### src/rtl/core/assert_macros.svh
// Assertion macros shared by the tokenizer RTL.
// Each macro expects i_clk and i_rst_n in the scope where it is used.
`ifndef ASSERT_MACROS_SVH
`define ASSERT_MACROS_SVH

// Property that must hold at every clock edge outside reset.
`define DTOK_ASSERT(label, expr, msg) \
    label: assert property (@(posedge i_clk) disable iff (!i_rst_n) (expr)) else $error(msg);

// Property whose consequent must hold in the cycle after the antecedent.
`define DTOK_ASSERT_NEXT(label, ante, cons, msg) \
    label: assert property (@(posedge i_clk) disable iff (!i_rst_n) (ante) |=> (cons)) \
        else $error(msg);

`endif

### src/rtl/core/dtok_pkg.sv
// Shared constants, types and helper functions for the delimiter tokenizer.
// No dependencies; every other RTL file except assert_macros.svh imports this package.
`default_nettype none

package dtok_pkg;

    localparam int POS_BITS   = 16;
    localparam int SET_SLOTS  = 8;
    localparam int DEPTH_BITS = 8;
    localparam int OUT_BITS   = 16;
    localparam int SET_BITS   = 64;
    localparam int ADDR_BITS  = 5;

    localparam int QDEPTH     = 4;
    localparam int QPTR_BITS  = $clog2(QDEPTH);

    typedef logic [POS_BITS-1:0]   t_pos;
    typedef logic [POS_BITS:0]     t_pos_ext;
    typedef logic [DEPTH_BITS-1:0] t_depth;
    typedef logic [OUT_BITS-1:0]   t_out;
    typedef logic [QPTR_BITS-1:0]  t_qptr;
    typedef logic [QPTR_BITS:0]    t_qcnt;

    localparam t_pos   POS_MAX   = {POS_BITS{1'b1}};
    localparam t_depth DEPTH_MAX = {DEPTH_BITS{1'b1}};

    localparam logic [7:0] CH_QUOTE  = 8'h22;
    localparam logic [7:0] CH_LPAREN = 8'h28;
    localparam logic [7:0] CH_RPAREN = 8'h29;
    localparam logic [7:0] CH_BSLASH = 8'h5C;

    localparam logic [1:0] MODE_SPLIT = 2'd0;
    localparam logic [1:0] MODE_STOP  = 2'd1;

    localparam logic [1:0] REG_MODE   = 2'd0;
    localparam logic [1:0] REG_SEP    = 2'd1;
    localparam logic [1:0] REG_SINGLE = 2'd2;
    localparam logic [1:0] REG_STOP   = 2'd3;

    typedef struct packed {
        logic [1:0]          mode;
        logic [SET_BITS-1:0] sep_set;
        logic [SET_BITS-1:0] single_set;
        logic [SET_BITS-1:0] stop_set;
    } t_cfg;

    typedef struct packed {
        t_out offset;
        t_out length;
        logic done;
        logic last;
        logic ovf;
    } t_res;

    // One queue entry carries every result of one input byte.
    typedef struct packed {
        logic two;
        t_res r0;
        t_res r1;
    } t_entry;

    function automatic logic in_set(input logic [SET_BITS-1:0] slots, input logic [7:0] c);
        logic hit;
        hit = 1'b0;
        for (int i = 0; i < SET_SLOTS; i++) begin
            if (slots[8*i +: 8] != 8'd0 && slots[8*i +: 8] == c) begin
                hit = 1'b1;
            end
        end
        return hit;
    endfunction

    function automatic t_out to_out(input t_pos_ext v);
        logic [31:0] w;
        w = 32'(v);
        return w[OUT_BITS-1:0];
    endfunction

endpackage

`default_nettype wire

### src/rtl/core/dtok_front.sv
// Front end: takes one byte per cycle while i_accept is high, tracks token
// state and builds the results of that byte as one queue entry. Depends on dtok_pkg.
`default_nettype none
`include "assert_macros.svh"

module dtok_front
    import dtok_pkg::*;
(
    input  wire logic   i_clk,
    input  wire logic   i_rst_n,
    input  wire t_cfg   i_cfg,
    input  wire logic   i_accept,
    input  wire logic [7:0] i_ch,
    input  wire logic   i_final_byte,
    output logic        o_push,
    output t_entry      o_entry
);

    t_pos   r_pos, n_pos;
    t_pos   r_start, n_start;
    logic   r_in_tok, n_in_tok;
    logic   r_quote, n_quote;
    logic   r_esc, n_esc;
    t_depth r_depth, n_depth;

    logic   is_sep, is_single, is_stop, ovf, ends;
    logic [1:0] cnt;
    t_res   res [2];

    assign is_sep    = in_set(i_cfg.sep_set, i_ch);
    assign is_single = in_set(i_cfg.single_set, i_ch);
    assign is_stop   = in_set(i_cfg.stop_set, i_ch);
    assign ovf       = (r_pos == POS_MAX);

    always_comb begin
        n_pos    = r_pos;
        n_start  = r_start;
        n_in_tok = r_in_tok;
        n_quote  = r_quote;
        n_esc    = r_esc;
        n_depth  = r_depth;
        ends     = 1'b0;
        cnt      = 2'd0;
        for (int i = 0; i < 2; i++) begin
            res[i] = '{offset: '0, length: '0, done: 1'b0, last: 1'b0, ovf: ovf};
        end

        if (i_cfg.mode == MODE_SPLIT) begin
            if (!r_in_tok || is_sep || is_single) begin
                if (r_in_tok) begin
                    res[cnt[0]].offset = to_out({1'b0, r_start});
                    res[cnt[0]].length = to_out({1'b0, r_pos} - {1'b0, r_start});
                    cnt      = cnt + 2'd1;
                    n_in_tok = 1'b0;
                    n_quote  = 1'b0;
                    n_esc    = 1'b0;
                    n_depth  = '0;
                end
                if (is_sep) begin
                    // Separators are dropped.
                end else if (is_single) begin
                    res[cnt[0]].offset = to_out({1'b0, r_pos});
                    res[cnt[0]].length = to_out(t_pos_ext'(1));
                    cnt = cnt + 2'd1;
                end else begin
                    n_start  = r_pos;
                    n_in_tok = 1'b1;
                end
            end
        end else if (r_in_tok || !is_sep) begin
            if (!r_in_tok) begin
                n_start  = r_pos;
                n_in_tok = 1'b1;
            end
            if (i_cfg.mode == MODE_STOP) begin
                ends = is_stop;
            end else if (n_quote) begin
                if (n_esc) begin
                    n_esc = 1'b0;
                end else if (i_ch == CH_QUOTE) begin
                    n_quote = 1'b0;
                end else if (i_ch == CH_BSLASH) begin
                    n_esc = 1'b1;
                end
            end else if (i_ch == CH_QUOTE) begin
                n_quote = 1'b1;
                n_esc   = 1'b0;
            end else if (n_depth != '0) begin
                if (i_ch == CH_LPAREN) begin
                    if (n_depth != DEPTH_MAX) begin
                        n_depth = n_depth + t_depth'(1);
                    end
                end else if (i_ch == CH_RPAREN) begin
                    n_depth = n_depth - t_depth'(1);
                end
            end else if (i_ch == CH_LPAREN) begin
                n_depth = t_depth'(1);
            end else begin
                ends = is_stop;
            end
            if (ends) begin
                res[cnt[0]].offset = to_out({1'b0, n_start});
                res[cnt[0]].length = to_out({1'b0, r_pos} - {1'b0, n_start});
                cnt      = cnt + 2'd1;
                n_in_tok = 1'b0;
                n_quote  = 1'b0;
                n_esc    = 1'b0;
                n_depth  = '0;
            end
        end

        if (i_final_byte) begin
            if (n_in_tok) begin
                res[cnt[0]].offset = to_out({1'b0, n_start});
                res[cnt[0]].length =
                    to_out({1'b0, r_pos} - {1'b0, n_start} + t_pos_ext'(1));
                cnt = cnt + 2'd1;
            end else if (cnt == 2'd0) begin
                res[0].offset = to_out({1'b0, r_pos});
                res[0].length = '0;
                cnt = 2'd1;
            end
            res[cnt[1]].done = 1'b1;
            n_pos    = '0;
            n_start  = '0;
            n_in_tok = 1'b0;
            n_quote  = 1'b0;
            n_esc    = 1'b0;
            n_depth  = '0;
        end else if (r_pos != POS_MAX) begin
            n_pos = r_pos + t_pos'(1);
        end

        // The last result of the byte sits in slot one only when there are two.
        if (cnt != 2'd0) begin
            res[cnt[1]].last = 1'b1;
        end
    end

    assign o_push  = i_accept && (cnt != 2'd0);
    assign o_entry = '{two: cnt[1], r0: res[0], r1: res[1]};

    always_ff @(posedge i_clk) begin
        if (!i_rst_n) begin
            r_pos    <= '0;
            r_start  <= '0;
            r_in_tok <= 1'b0;
            r_quote  <= 1'b0;
            r_esc    <= 1'b0;
            r_depth  <= '0;
        end else if (i_accept) begin
            r_pos    <= n_pos;
            r_start  <= n_start;
            r_in_tok <= n_in_tok;
            r_quote  <= n_quote;
            r_esc    <= n_esc;
            r_depth  <= n_depth;
        end
    end

    `DTOK_ASSERT(a_nest_needs_token, (r_quote || r_esc || r_depth != '0) |-> r_in_tok, "quote or paren state outside a token")

endmodule

`default_nettype wire

### src/rtl/core/dtok_queue.sv
// Short queue of result entries between the front end and the back end.
// Depends on dtok_pkg.
`default_nettype none
`include "assert_macros.svh"

module dtok_queue
    import dtok_pkg::*;
(
    input  wire logic   i_clk,
    input  wire logic   i_rst_n,
    input  wire logic   i_push,
    input  wire t_entry i_entry,
    output logic        o_full,
    input  wire logic   i_pop,
    output logic        o_avail,
    output t_entry      o_entry
);

    localparam t_qcnt CNT_ONE  = t_qcnt'(1);
    localparam t_qcnt CNT_FULL = t_qcnt'(QDEPTH);

    t_entry r_mem [QDEPTH];
    t_qptr  r_wr, r_rd;
    t_qcnt  r_count;

    assign o_full  = (r_count == CNT_FULL);
    assign o_avail = (r_count != '0);
    assign o_entry = r_mem[r_rd];

    always_ff @(posedge i_clk) begin
        if (i_push) begin
            r_mem[r_wr] <= i_entry;
        end
    end

    always_ff @(posedge i_clk) begin
        if (!i_rst_n) begin
            r_wr    <= '0;
            r_rd    <= '0;
            r_count <= '0;
        end else begin
            if (i_push) begin
                r_wr <= r_wr + t_qptr'(1);
            end
            if (i_pop) begin
                r_rd <= r_rd + t_qptr'(1);
            end
            if (i_push && !i_pop) begin
                r_count <= r_count + CNT_ONE;
            end else if (i_pop && !i_push) begin
                r_count <= r_count - CNT_ONE;
            end
        end
    end

    `DTOK_ASSERT(a_count_bound, r_count <= CNT_FULL, "queue count beyond depth")
    `DTOK_ASSERT_NEXT(a_count_drop, i_pop && !i_push, r_count == $past(r_count) - CNT_ONE, "queue count did not drop on pop")

endmodule

`default_nettype wire

### src/rtl/core/dtok_back.sv
// Back end: holds one queue entry and hands out its one or two results.
// Depends on dtok_pkg.
`default_nettype none
`include "assert_macros.svh"

module dtok_back
    import dtok_pkg::*;
(
    input  wire logic   i_clk,
    input  wire logic   i_rst_n,
    input  wire logic   i_avail,
    input  wire t_entry i_entry,
    output logic        o_take,
    output logic        o_valid,
    output t_res        o_res,
    input  wire logic   i_pop
);

    t_entry r_ent;
    logic   r_idx;
    logic   r_valid;
    logic   pop_ok, entry_done;

    assign pop_ok     = i_pop && r_valid;
    assign entry_done = r_idx || !r_ent.two;
    assign o_take     = i_avail && (!r_valid || (pop_ok && entry_done));
    assign o_valid    = r_valid;
    assign o_res      = r_idx ? r_ent.r1 : r_ent.r0;

    always_ff @(posedge i_clk) begin
        if (o_take) begin
            r_ent <= i_entry;
        end
    end

    always_ff @(posedge i_clk) begin
        if (!i_rst_n) begin
            r_idx   <= 1'b0;
            r_valid <= 1'b0;
        end else if (o_take) begin
            r_idx   <= 1'b0;
            r_valid <= 1'b1;
        end else if (pop_ok) begin
            if (entry_done) begin
                r_valid <= 1'b0;
                r_idx   <= 1'b0;
            end else begin
                r_idx <= 1'b1;
            end
        end
    end

    `DTOK_ASSERT(a_second_slot, (r_valid && r_idx) |-> r_ent.two, "second result shown for a single-result entry")

endmodule

`default_nettype wire

### src/rtl/core/delimiter_tokenizer_core.sv
// Delimiter tokenizer: one byte in per cycle while full is low, tokens out as offset and length.
// A byte's results pass through the queue and the back-end holding register before they can be popped.
// One result per cycle out while pop is high and results are available; a byte that
// yields two results occupies the output for both of them, absorbed by a 4-entry queue.
// Reset (synchronous, active low) clears token state and queue and sets the config registers to defaults.
`default_nettype none

module delimiter_tokenizer_core
    import dtok_pkg::*;
(
    input  wire logic                 i_clk,
    input  wire logic                 i_rst_n,
    input  wire logic                 push,
    output logic                      full,
    input  wire logic [7:0]           i_ch,
    input  wire logic                 i_final_byte,
    output logic                      empty,
    input  wire logic                 pop,
    output logic [OUT_BITS-1:0]       o_token_offset,
    output logic [OUT_BITS-1:0]       o_token_length,
    output logic                      o_string_done,
    output logic                      o_last_of_run,
    output logic                      o_overflow,
    input  wire logic                 psel,
    input  wire logic                 penable,
    input  wire logic                 pwrite,
    input  wire logic [ADDR_BITS-1:0] paddr,
    input  wire logic [SET_BITS-1:0]  pwdata,
    output logic [SET_BITS-1:0]       prdata,
    output logic                      pready
);

    t_cfg   r_cfg;
    logic   [1:0] reg_idx;
    logic   cfg_wr, accept, q_push, q_full, q_avail, q_pop, out_valid;
    t_entry f_entry, q_entry;
    t_res   out_res;

    assign pready  = 1'b1;
    assign reg_idx = paddr[ADDR_BITS-1:3];
    assign cfg_wr  = psel && penable && pwrite;

    always_ff @(posedge i_clk) begin
        if (!i_rst_n) begin
            r_cfg.mode       <= MODE_SPLIT;
            r_cfg.sep_set    <= SET_BITS'(32);
            r_cfg.single_set <= '0;
            r_cfg.stop_set   <= '0;
        end else if (cfg_wr) begin
            unique case (reg_idx)
                REG_MODE:   r_cfg.mode       <= pwdata[1:0];
                REG_SEP:    r_cfg.sep_set    <= pwdata;
                REG_SINGLE: r_cfg.single_set <= pwdata;
                REG_STOP:   r_cfg.stop_set   <= pwdata;
                default:    r_cfg.mode       <= r_cfg.mode;
            endcase
        end
    end

    always_comb begin
        unique case (reg_idx)
            REG_MODE:   prdata = SET_BITS'(r_cfg.mode);
            REG_SEP:    prdata = r_cfg.sep_set;
            REG_SINGLE: prdata = r_cfg.single_set;
            REG_STOP:   prdata = r_cfg.stop_set;
            default:    prdata = '0;
        endcase
    end

    assign full   = q_full;
    assign accept = push && !q_full;

    dtok_front u_front (
        .i_clk        (i_clk),
        .i_rst_n      (i_rst_n),
        .i_cfg        (r_cfg),
        .i_accept     (accept),
        .i_ch         (i_ch),
        .i_final_byte (i_final_byte),
        .o_push       (q_push),
        .o_entry      (f_entry)
    );

    dtok_queue u_queue (
        .i_clk   (i_clk),
        .i_rst_n (i_rst_n),
        .i_push  (q_push),
        .i_entry (f_entry),
        .o_full  (q_full),
        .i_pop   (q_pop),
        .o_avail (q_avail),
        .o_entry (q_entry)
    );

    dtok_back u_back (
        .i_clk   (i_clk),
        .i_rst_n (i_rst_n),
        .i_avail (q_avail),
        .i_entry (q_entry),
        .o_take  (q_pop),
        .o_valid (out_valid),
        .o_res   (out_res),
        .i_pop   (pop)
    );

    assign empty          = !out_valid;
    assign o_token_offset = out_res.offset;
    assign o_token_length = out_res.length;
    assign o_string_done  = out_res.done;
    assign o_last_of_run  = out_res.last;
    assign o_overflow     = out_res.ovf;

endmodule

`default_nettype wire

### config.mk
export PLATFORM = sky130hd
export DESIGN_NAME = delimiter_tokenizer_core
export DESIGN_NICKNAME = d
export VERILOG_FILES = /design/src/rtl/core/dtok_pkg.sv /design/src/rtl/core/dtok_front.sv /design/src/rtl/core/dtok_queue.sv /design/src/rtl/core/dtok_back.sv /design/src/rtl/core/delimiter_tokenizer_core.sv
export VERILOG_INCLUDE_DIRS = /design/src /design/src/rtl/core
export SDC_FILE = /design/constraint.sdc
export NUM_CORES = 1
export LEC_CHECK = 0
export BUFFER_PORTS_ARGS = -buffer_cell sky130_fd_sc_hd__clkbuf_2
export CAP_MARGIN = 25
export CORE_ASPECT_RATIO = 1.4
export CORE_UTILIZATION = 45
export CTS_BUF_LIST = sky130_fd_sc_hd__clkbuf_8
export DETAILED_ROUTE_END_ITERATION = 6
export REMOVE_ABC_BUFFERS = 1
export SLEW_MARGIN = 20
export SYNTH_ARGS = -nofsm -noshare
export SYNTH_HDL_FRONTEND = slang
export SYNTH_HIERARCHICAL = 1
export SYNTH_SLANG_ARGS = --single-unit
### constraint.sdc
create_clock -name i_clk -period 14.7 [get_ports i_clk]
set_input_delay 0 -clock i_clk [delete_from_list [all_inputs] [get_ports i_clk]]
set_output_delay 0 -clock i_clk [all_outputs]
set_load 0.005 [all_outputs]
* Yosys cells after proc, flatten, opt, wreduce, memory -nomap -nowiden
Memory sizes are Yosys's and may differ from the RTL's. A register that Yosys moved wholly into a read port is not among the register bits. Index checks and enable logic that the tools add are counted. W data, S select, Z words.
Cells by class: add/sub/neg operators 13, order comparisons 8, eq/ne operators 42, multiplexer cells 142, bitwise logic cells 5, reduce and logical (&&, ||, !) cells 97
Operator list (count):
- $bwmux W70 | 6
- $mux W70 | 5
- $mux W32 | 9
- $pmux W64 S4 | 1
- $demux W35 S1 | 6
- $reduce_bool A8 Y1 | 25
- $eq A8 B8 Y1 | 24
- $mux W16 | 11
- $mux W38 | 3
- $mux W8 | 14
- $mux W35 | 3
- $mux W1 | 67
- $sub A16 B16 Y16 | 3
- $mux W19 | 2
- $logic_and A1 B1 Y1 | 37
- $add A16 B1 Y16 const B | 2
- $eq A8 B6 Y1 const B | 3
- $mux W2 | 12
- $eq A16 B16 Y1 const B | 1
- $ne A16 B16 Y1 const B | 1
- $reduce_bool A5 Y1 | 3
- $reduce_and A2 Y1 | 6
- $reduce_and A10 Y1 | 1
- $reduce_bool A2 Y1 | 5
- other kinds (27) | 57
Word-level totals: flip-flop bits (word level) 246, memory bits (writable) 284, bits of input ports 85, output and inout bits 102, logic and storage cells 323, memories 1
Memories:
- u_queue.r_mem | depth 4, bits a word 71, rd ports 1, clocked after Yosys merged registers in 1, write ports 1, RTL line dtok_queue.sv:22 | t_entry r_mem [QDEPTH];

* Longest topological paths before layout
Gate-level depths: netlist of the first run.
depth in word-level cells 33, gate-level depth with buffers 25, depth with buffers taken out 20

* Modules after synthesis
Netlist of the first run, hierarchy kept.
By module, submodules not included:
- dtok_queue | instances 1, cells each 414, area an instance 10767.8 µm², sequential area each 8708.4 µm²
- dtok_front | instances 1, cells each 1170, area an instance 8702.1 µm², sequential area each 860.8 µm²
- delimiter_tokenizer_core | instances 1, cells each 855, area an instance 8523.2 µm², sequential area each 3883.7 µm²
- dtok_back | instances 1, cells each 122, area an instance 2738.9 µm², sequential area each 2172.1 µm²

* Least setup slack after synthesis of the first run
No wires, ideal clock.
path type register -> register, start register u_back.r_idx, end register u_queue.r_count[2], setup time 76 ps, arrival time 7304 ps, required time 14624 ps, path slack 7320 ps, stages on the path, launching flop included 11, period minus slack after synthesis 7380 ps, cells stage by stage dfxtp_1 > buf_6 > o21ai_0 > a21boi_0 > inv_1 > ha_1 > inv_1 > fa_1 > xor2_1 > or3_1 > a21boi_0
Between the ends: longest elaborated chain between the ends 7, elaborated cells on any way between the ends 9, those cells by class mux (1); reduce/logical (8)
Ends and longest elaborated chain:
- start, declared | RTL line dtok_back.sv:20 | logic r_idx;
- start signal, assigned | RTL line dtok_back.sv:38 | r_idx <= 1'b0;
- start signal, assigned | RTL line dtok_back.sv:41 | r_idx <= 1'b0;
- start signal, assigned | RTL line dtok_back.sv:46 | r_idx <= 1'b0;
- $logic_or A1 B1 Y1 (*) | RTL line dtok_back.sv:25 | assign entry_done = r_idx || !r_ent.two;
- $logic_and A1 B1 Y1 (*) | RTL line dtok_back.sv:26 | assign o_take = i_avail && (!r_valid || (pop_ok && entry_done));
- $logic_or A1 B1 Y1 (*) | RTL line dtok_back.sv:26
- $logic_and A1 B1 Y1 (*) | RTL line dtok_back.sv:26
- named net q_pop | RTL line delimiter_tokenizer_core.sv:35 | logic cfg_wr, accept, q_push, q_full, q_avail, q_pop, out_valid;
- $logic_not A1 Y1 | RTL line dtok_queue.sv:48 | if (i_push && !i_pop) begin
- $logic_and A1 B1 Y1 | RTL line dtok_queue.sv:48
- $mux W3 or $reduce_bool A2 Y1 (tied branches)
- end signal, assigned | RTL line dtok_queue.sv:49 | r_count <= r_count + CNT_ONE;
- end signal, assigned | RTL line dtok_queue.sv:51 | r_count <= r_count - CNT_ONE;
- end, declared | RTL line dtok_queue.sv:24 | t_qcnt r_count;
The timed path passes the listed nets; every way through them passes the cells marked *. A chain may end at the register's enable or synchronous reset.

==> summary.txt, run 1 <==
Routing
  – Avg Vias per Cell: about 5.8
  – Number of detailed-route iterations in the first pass: 7
  – DRT Wirelength: 83.2 mm
  – DR iter-0 viols: 1241
  – DR vias: about 22000
  – DRC viols: 4
  – Routed wire per std cell: ~22 µm
  – Post-DRT Antenna Nets: 0

Finish
  – Post-route cell area: ~0.035 mm²
  – Layout cells sized above 1: 19.1%
  – Final nets: 2948
  – Multi-input gate area: around 0.014 mm²
  – Synth-to-Final Area Change: 12.9%
  – Filler Cell Count: around 6000
  – FF/Latch Area: roughly 0.016 mm²
  – Post-layout util: roughly 51%

GRT
  – All-Layer GR Usage: around a quarter
  – Gr ovfl total: 0
  – First-pass GRT wire length: about 130 mm
  – Vias in the first global route: between 20000 and 25000
  – Pin count of the biggest net entering global routing: ~110
  – Initial antenna violation count: 1

Clock tree
  – CTS Buf Count: 95
  – CTS tree: built
  – CTS clk-pin slew, worst paths: approximately 60 ps
  – Post-CTS sizing: 0
  – Clk buf depth: 3
  – H-Tree Depth: 3
  – CTS root buf: clkbuf_8
  – Worst-Skew Late Latency: slightly above 700 ps
  – CTS sink count: between 600 and 700

Critical path
  – Worst R2R End: u_queue/r_mem[0][53]
  – Critical path class: reg -> reg
  – Critical path startpoint category: flop
  – Reg2reg path depth: 21
  – Data arrival, critical path: a little over 7000 ps
  – Reg2reg start: r_cfg[106]
  – CP endpoint kind: flop
  – CP Launch Point: r_cfg[106]
  – CP max FO: 18
  – R2r setup slk: a little over 8000 ps
  – Critical path data required time: about 15000 ps

Synth
  – Most used DFF post-synth: edfxtp_1
  – FFs w/ async S/R, synth: 0%
  – Ys Warns: 6
  – Cells after Synth: approximately 2600
  – Seq cells post-synth: 603
  – Post-synth cell types: roughly 90
  – Number of synthesized flops with an enable pin: approximately 360
  – Mapped Area: between 0.03 and 0.04 mm²
  – Sequential area share after synthesis: between 50% and 60%
  – Mean Syn Cell Area: around 12 µm²

STA
  – Setup-failing EPs final: 0
  – Final setup skew: 44.7 ps
  – Setup TNS: 0 ps
  – Period Utilization, post-route: between 40% and 50%
  – Slew Limit Fails: 0
  – Worst-margin pin slew: ~1000 ps
  – Worst rel slew slack: between 30% and 40%
  – Final Hold Viols: 0
  – Post-layout min period: ~6600 ps
  – Achievable clock frequency: 152 MHz
  – RSZ-0062 raised after global routing: false
  – Fin worst setup slack: roughly 8100 ps

Power
  – Peak VDD IR: between 0.07 and 0.08 mV
  – Sw frac: between 20% and 30%
  – Clk network pwr share: around a third
  – Cell internal pwr: approximately 0.003 W
  – Power share of the combinational group: approximately 18%
  – Switching power total: 0.00115 W
  – Leakage: between 10 and 15 nW
  – Total power: roughly 0.0042 W
  – Seq pwr share: a little under 50%
  – PD cells: ~120 mW/mm²

Flow run
  – Max Cap Viol: 0

Min path
  – Hold path endpoint: r_cfg[181]
  – Hold_sp: pwdata[53]
  – Hold Path Depth: 4
  – Worst min-delay path category: in -> reg

Place
  – Placed Instance Area: ~0.032 mm²
  – Final RePlAce weighted congestion: 0.908
  – Port Buffers: approximately 180
  – HPWL Detailed: roughly 55 mm
  – Place WS: between 7000 and 8000 ps

Die
  – Die Ht: 311 µm
  – Row cnt: around 110
  – Core area: slightly below 0.07 mm²
  – DIE AREA: slightly below 0.07 mm²
  – Ports: approximately 190
  – Die span in x: between 200 and 250 µm
  – Initial core utilization: 45.4%

Status
  – Status: complete, but fails checks
  – Failing checks: design-rule violations
[area by class of cell]
type                            instances  share of cell area, %
Antenna cell                            1                0.00722
Sequential cell                       603                   45.1
Clock buffer                          101                   4.01
Inverter                               75                  0.812
Multi-Input combinational cell       1721                   40.0
Clock inverter                         69                   1.32
Tap cell                              862                   3.11
Timing Repair Buffer                  294                   5.62
[placed cells by master, fill, tap and decap left out, types with 10 or more instances in the layout]
| master | n |
|---|---|
| a22o_1 | 63 |
| or3_1 | 12 |
| o211ai_1 | 10 |
| nand2_1 | 321 |
| a2bb2oi_1 | 10 |
| o21ai_0 | 44 |
| a21oi_1 | 67 |
| edfxtp_1 | 355 |
| inv_1 | 101 |
| nor2_1 | 88 |
| mux2i_1 | 213 |
| clkbuf_2 | 180 |
| nand4_1 | 20 |
| mux4_2 | 72 |
| ha_1 | 68 |
| nand3_1 | 30 |
| dlygate4sd3_1 | 76 |
| a21o_1 | 11 |
| a221o_1 | 14 |
| a22oi_1 | 10 |
| dfxtp_1 | 245 |
| and2_1 | 18 |
| mux2_2 | 84 |
| nor2b_1 | 16 |
| o22ai_1 | 23 |
| a2111oi_0 | 17 |
| clkbuf_8 | 102 |
| xnor2_1 | 80 |
| buf_4 | 36 |
| mux2_4 | 19 |
| nor4_1 | 48 |
| nor3_1 | 46 |
| xor2_1 | 143 |
| and3_1 | 15 |
| clkinv_1 | 19 |
[sequential cells by signal, summed over array words and instances (netlist names), named ones only]
name / flops
u_queue/r_mem: 284
r_cfg: 194
u_back/r_ent: 71
u_front/r_pos: 16
u_front/r_start: 16
u_front/r_depth: 8
u_queue/r_count: 3
u_queue/r_rd: 2
u_queue/r_wr: 2
u_back/o_valid: 1
u_back/r_idx: 1
u_front/r_esc: 1
u_front/r_in_tok: 1
u_front/r_quote: 1
[worst max path at each step]
stage | to | cells past startpoint
floorplan | u_queue/r_count[2] | 9
global placement | u_queue/r_mem[0][53] | 22
detailed placement | u_queue/r_mem[0][53] | 21
CTS | u_queue/r_mem[0][53] | 21
global route | u_queue/r_mem[0][53] | 20
finish | u_queue/r_mem[0][53] | 21
[per-layer routing]
layer / share of wire (%) / track usage [%]
met4: 4.3 / 11.9
met2: 54 / 45.7
met3: 4.1 / 3.59
met1: 38 / 25.8
met5: 0 / 0
[cells by family after synthesis]
kind of cell / share of synthesized area (%)
flip-flops: 50.8
AND/OR/NAND/NOR: 9.89
XOR/XNOR: 6.43
multiplexers: 16.3
other: 0.0122
adder cells (fa/ha/maj): 3.09
AO/OA/AOI/OAI: 9.25
buffers and inverters: 4.18
[what timing repair did]
| item | in CTS | in global routing |
|---|---|---|
| hold buffers | 76 | 0 |
| setup buffers | 0 | 0 |
| endpoints found under the hold margin | 216 | 0 |
[power by group through the flow]
stage          Sequential (W)  Combinational [W]  Clock [W]
2_1_floorplan         0.00215           0.000448          0
3_3_place_gp          0.00211           0.000729          0
3_5_place_dp          0.00212           0.000740          0
4_1_cts               0.00209           0.000756    0.00144
5_1_grt               0.00210           0.000802    0.00151
6_report              0.00208           0.000736    0.00140
[worst max-delay path, stage by stage (launching register included)]
cell       delay, ps
dfxtp_1          350
xor2_1           150
nor4_1           350
nand4_1          280
o2111ai_1        470
nor3_2            90
buf_4            210
o211ai_2         790
mux2i_1          250
ha_1             330
inv_1             40
ha_1             210
fa_1             460
a21oi_1          200
a2bb2oi_1        340
a221oi_1         200
a211oi_1         390
o21bai_1         160
a21oi_1          240
o21ai_0          160
xnor3_1          390
o22ai_1          300
[cell usage after synthesis, drive strengths merged (5+ instances only)]
library cell / count / area (µm²)
a22o: 63 / 552
xnor2: 80 / 701
clkbuf: 62 / 233
a32oi: 5 / 43.8
nor2b: 17 / 106
nor2: 88 / 330
inv: 74 / 278
nand2: 322 / 1210
and2: 24 / 150
mux2i: 213 / 2130
edfxtp: 355 / 10700
nor3: 48 / 245
o2111a: 8 / 90.1
a21oi: 67 / 335
a31oi: 9 / 56.3
or3: 12 / 75.1
mux4: 73 / 1650
fa: 5 / 100
nand4: 21 / 138
ha: 68 / 851
xor2: 143 / 1250
a221o: 14 / 140
a21o: 11 / 82.6
buf: 100 / 769
dfxtp: 248 / 4960
o22ai: 23 / 144
a22oi: 10 / 75.1
mux2: 103 / 1230
o211a: 9 / 90.1
nor4: 51 / 334
a2111oi: 18 / 158
a211oi: 8 / 72.6
nand3: 31 / 155
nand2b: 8 / 50.1
o21a: 9 / 67.6
o211ai: 11 / 87.6
a2bb2oi: 10 / 87.6
o31ai: 7 / 52.6
o2111ai: 5 / 43.8
and3: 15 / 93.8
o21ai: 48 / 244
[per-stage QoR]
stage | hold slack (ps) | std cells
global route | 127 | 3726
finish | 112 | 3726
detailed placement | 300 | 3479
global placement | 280 | 3478
floorplan | 88.9 | 2399
CTS | 54.0 | 3725
Power figures use the tool's default switching activity.
==> run 2: changes to the inputs <==
Settings changed: ABC_AREA from default to 1.
Clock period 14.7 ns to 5.79 ns, I/O delays scaled along.
==> summary.txt, run 2 <==
Status
  – Status: finished clean

Power
  – Switching power total: around 0.0038 W
  – Cell internal pwr: about 0.0080 W
  – PD cells: roughly 320 mW/mm²
  – Sw frac: roughly a third
  – Leakage: roughly 15 nW
  – Seq pwr share: between 40 and 50%
  – Clk network pwr share: a little under a third
  – Peak VDD IR: about 0.26 mV
  – Power share of the combinational group: 23.2%

STA
  – Period Utilization, post-route: approximately nine tenths
  – Slew Limit Fails: 0
  – Final Hold Viols: 0
  – RSZ-0062 raised after global routing: false
  – Worst-margin pin slew: between 1000 and 1500 ps
  – Achievable clock frequency: about 200 MHz
  – Final setup skew: slightly below 40 ps
  – Post-layout min period: roughly 5000 ps
  – Setup-failing EPs final: 0
  – Worst rel slew slack: 32.8%

GRT
  – All-Layer GR Usage: between 20% and 30%
  – Gr ovfl total: 0
  – Initial antenna violation count: 5
  – Vias in the first global route: approximately 27000
  – Pin count of the biggest net entering global routing: 194
  – First-pass GRT wire length: 148 mm

Synth
  – Mapped Area: approximately 0.033 mm²
  – Most common cell in the netlist: nand2_1
  – Cell taking the most area after synthesis: edfxtp_1
  – Number of synthesized flops with an enable pin: ~360
  – Sequential area share after synthesis: between 40% and 50%
  – Ys Warns: 6
  – Most used DFF post-synth: edfxtp_1
  – Cells after Synth: roughly 4100
  – FFs w/ async S/R, synth: 0%
  – Post-synth cell types: 58
  – Mean Syn Cell Area: 7.88 µm²
  – Top-area cell type share of the netlist area: between 30% and 40%
  – Largest cells by area after synthesis: edfxtp_1 33%, dfxtp_1 15%, nand2_1 12%, nor2_1 9.0%, nand3_1 5.3%
  – Commonest cells in the netlist: 1034 x nand2_1, 779 x nor2_1, 355 x edfxtp_1
  – Seq cells post-synth: 603

Finish
  – Biggest register: u_queue/r_mem
  – Synth-to-Final Area Change: 11.9%
  – Largest regs: u_queue/r_mem: 284 flops, r_cfg: 194 flops, u_back/r_ent: 71 flops
  – Layout cells sized above 1: a little under 10%
  – Most frequent cells in the layout: 1034 x nand2_1, 776 x nor2_1, 355 x edfxtp_1, 344 x nand3_1, 299 x inv_1
  – Post-route cell area: roughly 0.037 mm²
  – Commonest non-fill, non-tap cell in the layout: nand2_1
  – Final Non-Filler Cells: 5351
  – Final nets: between 4000 and 5000
  – Max reg flops: 284

Die
  – Die span in x: roughly 230 µm
  – Core area: 0.0717 mm²
  – Row cnt: roughly 120
  – Ports: about 190
  – Initial core utilization: a little under half
  – DIE AREA: ~0.074 mm²
  – Die Ht: roughly 320 µm

Critical path
  – Buf/Inv on CP: 1
  – Critical path class: reg -> reg
  – Most used cell, CP: nand2_1
  – CP endpoint kind: flop
  – Data arrival, critical path: between 5000 and 6000 ps
  – CP delay by family, top: simple AND/OR/NAND/NOR gates
  – Critical path startpoint category: flop
  – Crit-path max cell delay: ~470 ps
  – CP max FO: 10
  – Reg2reg path depth: 29
  – Critical path data required time: a little over 6000 ps
  – Crit path depth: 29
  – Slowest CP cell: fa_1

Place
  – Placed Instance Area: ~0.034 mm²
  – HPWL Detailed: just over 60 mm
  – Final RePlAce weighted congestion: 0.955
  – Placed insts: just over 5000
  – Port Buffers: ~180

Clock tree
  – CTS tree: built
  – H-Tree Depth: 3
  – Worst-Skew Late Latency: ~740 ps
  – Postcts setup bufs: 0
  – CTS sink count: between 600 and 700
  – CTS root buf: clkbuf_8
  – CTS Buf Count: 97
  – CTS clk-pin slew, worst paths: 60 ps
  – Clk buf depth: 3

Routing
  – Routed wire per std cell: ~18 µm
  – Avg Vias per Cell: between 5 and 6
  – DR iter-0 viols: 1766
  – DRT Wirelength: around 95 mm
  – DRC viols: 0
  – DR vias: roughly 28000
  – Number of detailed-route iterations in the first pass: 6
  – Post-DRT Antenna Nets: 0

Min path
  – Worst min-delay path category: in -> reg
  – Hold Path Depth: 6

Flow run
  – Max Cap Viol: 0
-- run 2: final cells by class --
class / instances / area [µm²]
fillers: 7142 / 35200
inverters: 298 / 1140
clock buffers: 102 / 1400
multi-input cells: 3016 / 14500
flip-flops and latches: 603 / 15600
repair buffers: 306 / 2180
well taps: 944 / 1180
clock inverters: 79 / 495
diodes: 3 / 7.51
-- run 2: power by group through the flow --
stage               Sequential [W]  Combinational, W  Clock [W]
floorplan                  0.00555           0.00155          0
global placement           0.00549           0.00268          0
detailed placement         0.00550           0.00271          0
CTS                        0.00541           0.00275    0.00372
global route               0.00545           0.00305    0.00391
finish                     0.00541           0.00273    0.00363
-- run 2: kinds of logic after synthesis --
| logic type | Yosys count | share of synthesized area (%) |
|---|---|---|
| AOI/OAI and AO/OA | 515 | 8.79 |
| xor gates and xnor gates | 156 | 4.19 |
| adders and majority gates | 73 | 2.91 |
| buffers and inverters | 522 | 7.76 |
| DFF | 603 | 47.9 |
| other | 1 | 0.0115 |
| and+or+nand+nor | 2271 | 28.5 |
-- run 2: through the flow --
stage	hold WS [ps]	setup slack (ps)	util (%)	total power, W	TNS [ps]
global placement	235	552	47.2	0.00818	0
floorplan	84.7	-448	-	0.00710	-86450
global route	158	176	51.0	0.0124	0
detailed placement	244	498	47.2	0.00821	0
CTS	98.6	721	50.9	0.0119	0
finish	147	678	51.0	0.0118	0
-- run 2: path summary, 6_finish.rpt --
kind                                       from                    to  slack [ps]
worst min-delay path                 pwdata[28]             r_cfg[28]         150
worst max-delay path                 r_cfg[115]  u_queue/r_mem[1][18]         680
worst max register to register       r_cfg[115]  u_queue/r_mem[1][18]         680
worst min register to register  u_queue/r_rd[1]       u_queue/r_rd[1]         440
-- run 2: routing by layer --
metal / wire length, µm / GRT usage, %
met1: 37300 / 28.9
met2: 49800 / 47.8
met3: 4520 / 3.58
met4: 3510 / 10.8
met5: 27 / 0
-- run 2: timing repair --
item / in CTS / in global routing
resized for setup: 0 / 0
endpoints found under the setup margin: 0 / 0
hold buffers: 74 / 0
endpoints found under the hold margin: 261 / 0
-- run 2: tightest hold or removal path, stage by stage --
cell           delay [ps]
dlygate4sd3_1         520
clkbuf_2               90
inv_1                  50
nand3_1                70
nand2_1                50
nor2_1                 70
==> run 3: changes to the inputs <==
Settings changed: CORE_MARGIN from default to 8, CTS_CLUSTER_DIAMETER from default to 60.
==> summary.txt, run 3 (synthesis results as in run 2) <==
Critical path
  – R2r setup slk: roughly 580 ps
  – Worst R2R End: u_queue/r_mem[1][18]
  – CP endpoint kind: flop
  – Critical path startpoint category: flop
  – Critical path data required time: approximately 6200 ps
  – Crit-path max cell delay: 490 ps
  – Data arrival, critical path: between 5000 and 6000 ps
  – Slowest CP cell: dfxtp_1
  – CP max FO: 11
  – Critical path class: reg -> reg
  – Reg2reg path depth: 28
  – Reg2reg start: r_cfg[136]
  – Most used cell, CP: nand2_1

Finish
  – Biggest register: u_queue/r_mem
  – Commonest non-fill, non-tap cell in the layout: nand2_1
  – Final Non-Filler Cells: between 5000 and 6000
  – Largest regs: u_queue/r_mem: 284 flops, r_cfg: 194 flops, u_back/r_ent: 71 flops
  – Final nets: 4489
  – Synth-to-Final Area Change: 12.4%
  – Post-layout util: between 50 and 60%
  – Layout cells sized above 1: between 10% and 20%
  – Max reg flops: 284
  – Most frequent cells in the layout: 1034 x nand2_1, 776 x nor2_1, 355 x edfxtp_1, 344 x nand3_1, 293 x inv_1

Die
  – Ports: about 190
  – Initial core utilization: a little under half
  – Row cnt: approximately 120
  – Die Ht: 335 µm
  – Die span in x: about 240 µm
  – DIE AREA: just over 0.08 mm²
  – Core area: around 0.072 mm²

STA
  – Worst rel slew slack: between 30% and 40%
  – Achievable clock frequency: 192 MHz
  – RSZ-0062 raised after global routing: false
  – Period Utilization, post-route: about 90%
  – Worst-margin pin slew: 1040 ps
  – Post-layout min period: 5210 ps
  – Setup-failing EPs final: 0
  – Hold Worst Slack: approximately 80 ps
  – Final Hold Viols: 0
  – Slew Limit Fails: 0
  – Final setup skew: 30.4 ps

Routing
  – Avg Vias per Cell: 5.23
  – Routed wire per std cell: roughly 18 µm
  – DRT Wirelength: just under 100 mm
  – DR vias: 28060
  – Post-DRT Antenna Nets: 0
  – DR iter-0 viols: ~1600
  – Number of detailed-route iterations in the first pass: 5
  – DRC viols: 0

Min path
  – Hold path endpoint: u_front/r_esc
  – Worst min-delay path category: in -> reg
  – Hold Path Depth: 6
  – Hold_sp: i_ch[5]

Clock tree
  – CTS Buf Count: 95
  – Worst-Skew Late Latency: 740 ps
  – CTS sink count: ~600
  – Clk buf depth: 3
  – CTS root buf: clkbuf_8
  – CTS tree: built
  – H-Tree Depth: 3
  – CTS clk-pin slew, worst paths: 60 ps

GRT
  – All-Layer GR Usage: between 20% and 30%
  – Vias in the first global route: approximately 27000
  – Initial antenna violation count: 1
  – First-pass GRT wire length: 150 mm
  – Pin count of the biggest net entering global routing: 194
  – Gr ovfl total: 0

Place
  – Final RePlAce weighted congestion: 0.925
  – HPWL Detailed: 62.7 mm
  – Port Buffers: 182
  – Placed insts: 5109

Power
  – Peak VDD IR: between 0.2 and 0.25 mV
  – PD cells: around 320 mW/mm²
  – Leakage: roughly 15 nW

Flow run
  – Max Cap Viol: 0

Status
  – Status: finished clean
run 3: cell count changes in the layout (fill, tap and decap cells not counted), sizes merged:
| cell | delta |
|---|---|
| buf | +10 |
| bufinv | -2 |
| clkbuf | +2 |
| clkinv | +3 |
| clkinvlp | -1 |
| diode | -2 |
| dlygate4sd3 | +2 |
| inv | -8 |
run 3: power breakdown:
part / total, W / internal [W] / leakage [nW] / switching, W
Sequential: 0.00546 / 0.00521 / 5.38 / 0.000243
Clock: 0.00358 / 0.00182 / 1.06 / 0.00176
Combinational: 0.00265 / 0.000856 / 8.64 / 0.00180
Total: 0.0117 / 0.00789 / 15.1 / 0.00380
run 3: critical path, delay by kind of cell (launching register included):
kind	cells	cell delay, ps
buffers and inverters	1	90
XOR/XNOR	1	210
adder cells (fa/ha/maj)	3	910
AO/OA/AOI/OAI	7	1300
AND/OR/NAND/NOR	16	1870
flip-flops	1	490
run 3: repair_timing:
action	CTS	global route
buffers inserted	0	0
hold buffers	77	0
gates resized for setup	0	0
endpoints found under the hold margin	271	0
run 3: layer usage:
metal | global-route usage (%) | vias up | part of all wire, %
met4 | 11.0 | 0 | 4.3
met3 | 3.30 | 202 | 4.8
met5 | 0 | - | 0
met1 | 25.9 | 13074 | 39
li1 | - | 14001 | -
met2 | 42.6 | 783 | 52
run 3: worst max path at each step:
stage	startpoint	endpoint	slack, ps	depth (start not counted)
global route	r_cfg[136]	u_queue/r_mem[0][18]	140	30
finish	r_cfg[136]	u_queue/r_mem[1][18]	580	28
floorplan	psel	r_cfg[0]	-450	5
global placement	i_ch[0]	u_queue/r_mem[2][53]	620	30
detailed placement	i_ch[0]	u_queue/r_mem[2][53]	580	30
CTS	r_cfg[136]	u_queue/r_mem[3][18]	600	29
run 3: layout make-up:
cell class	count	area [µm²]
multi-input cells	3016	14500
repair buffers	317	2360
inverters	298	1140
clock buffers	105	1450
clock inverters	71	420
well taps	952	1190
diodes	1	2.50
flip-flops and latches	603	15600
fillers	7119	35600
run 3: through the flow:
step | worst slack, ps | TNS [ps] | instance area (µm²) | total power [W]
after detailed placement | 579 | 0 | 34000 | 0.00821
after floorplan | -448 | -86450 | 31200 | 0.00710
final | 576 | 0 | 36700 | 0.0117
after global placement | 617 | 0 | 34000 | 0.00817
after global routing | 137 | 0 | 36700 | 0.0123
after CTS | 605 | 0 | 36700 | 0.0118
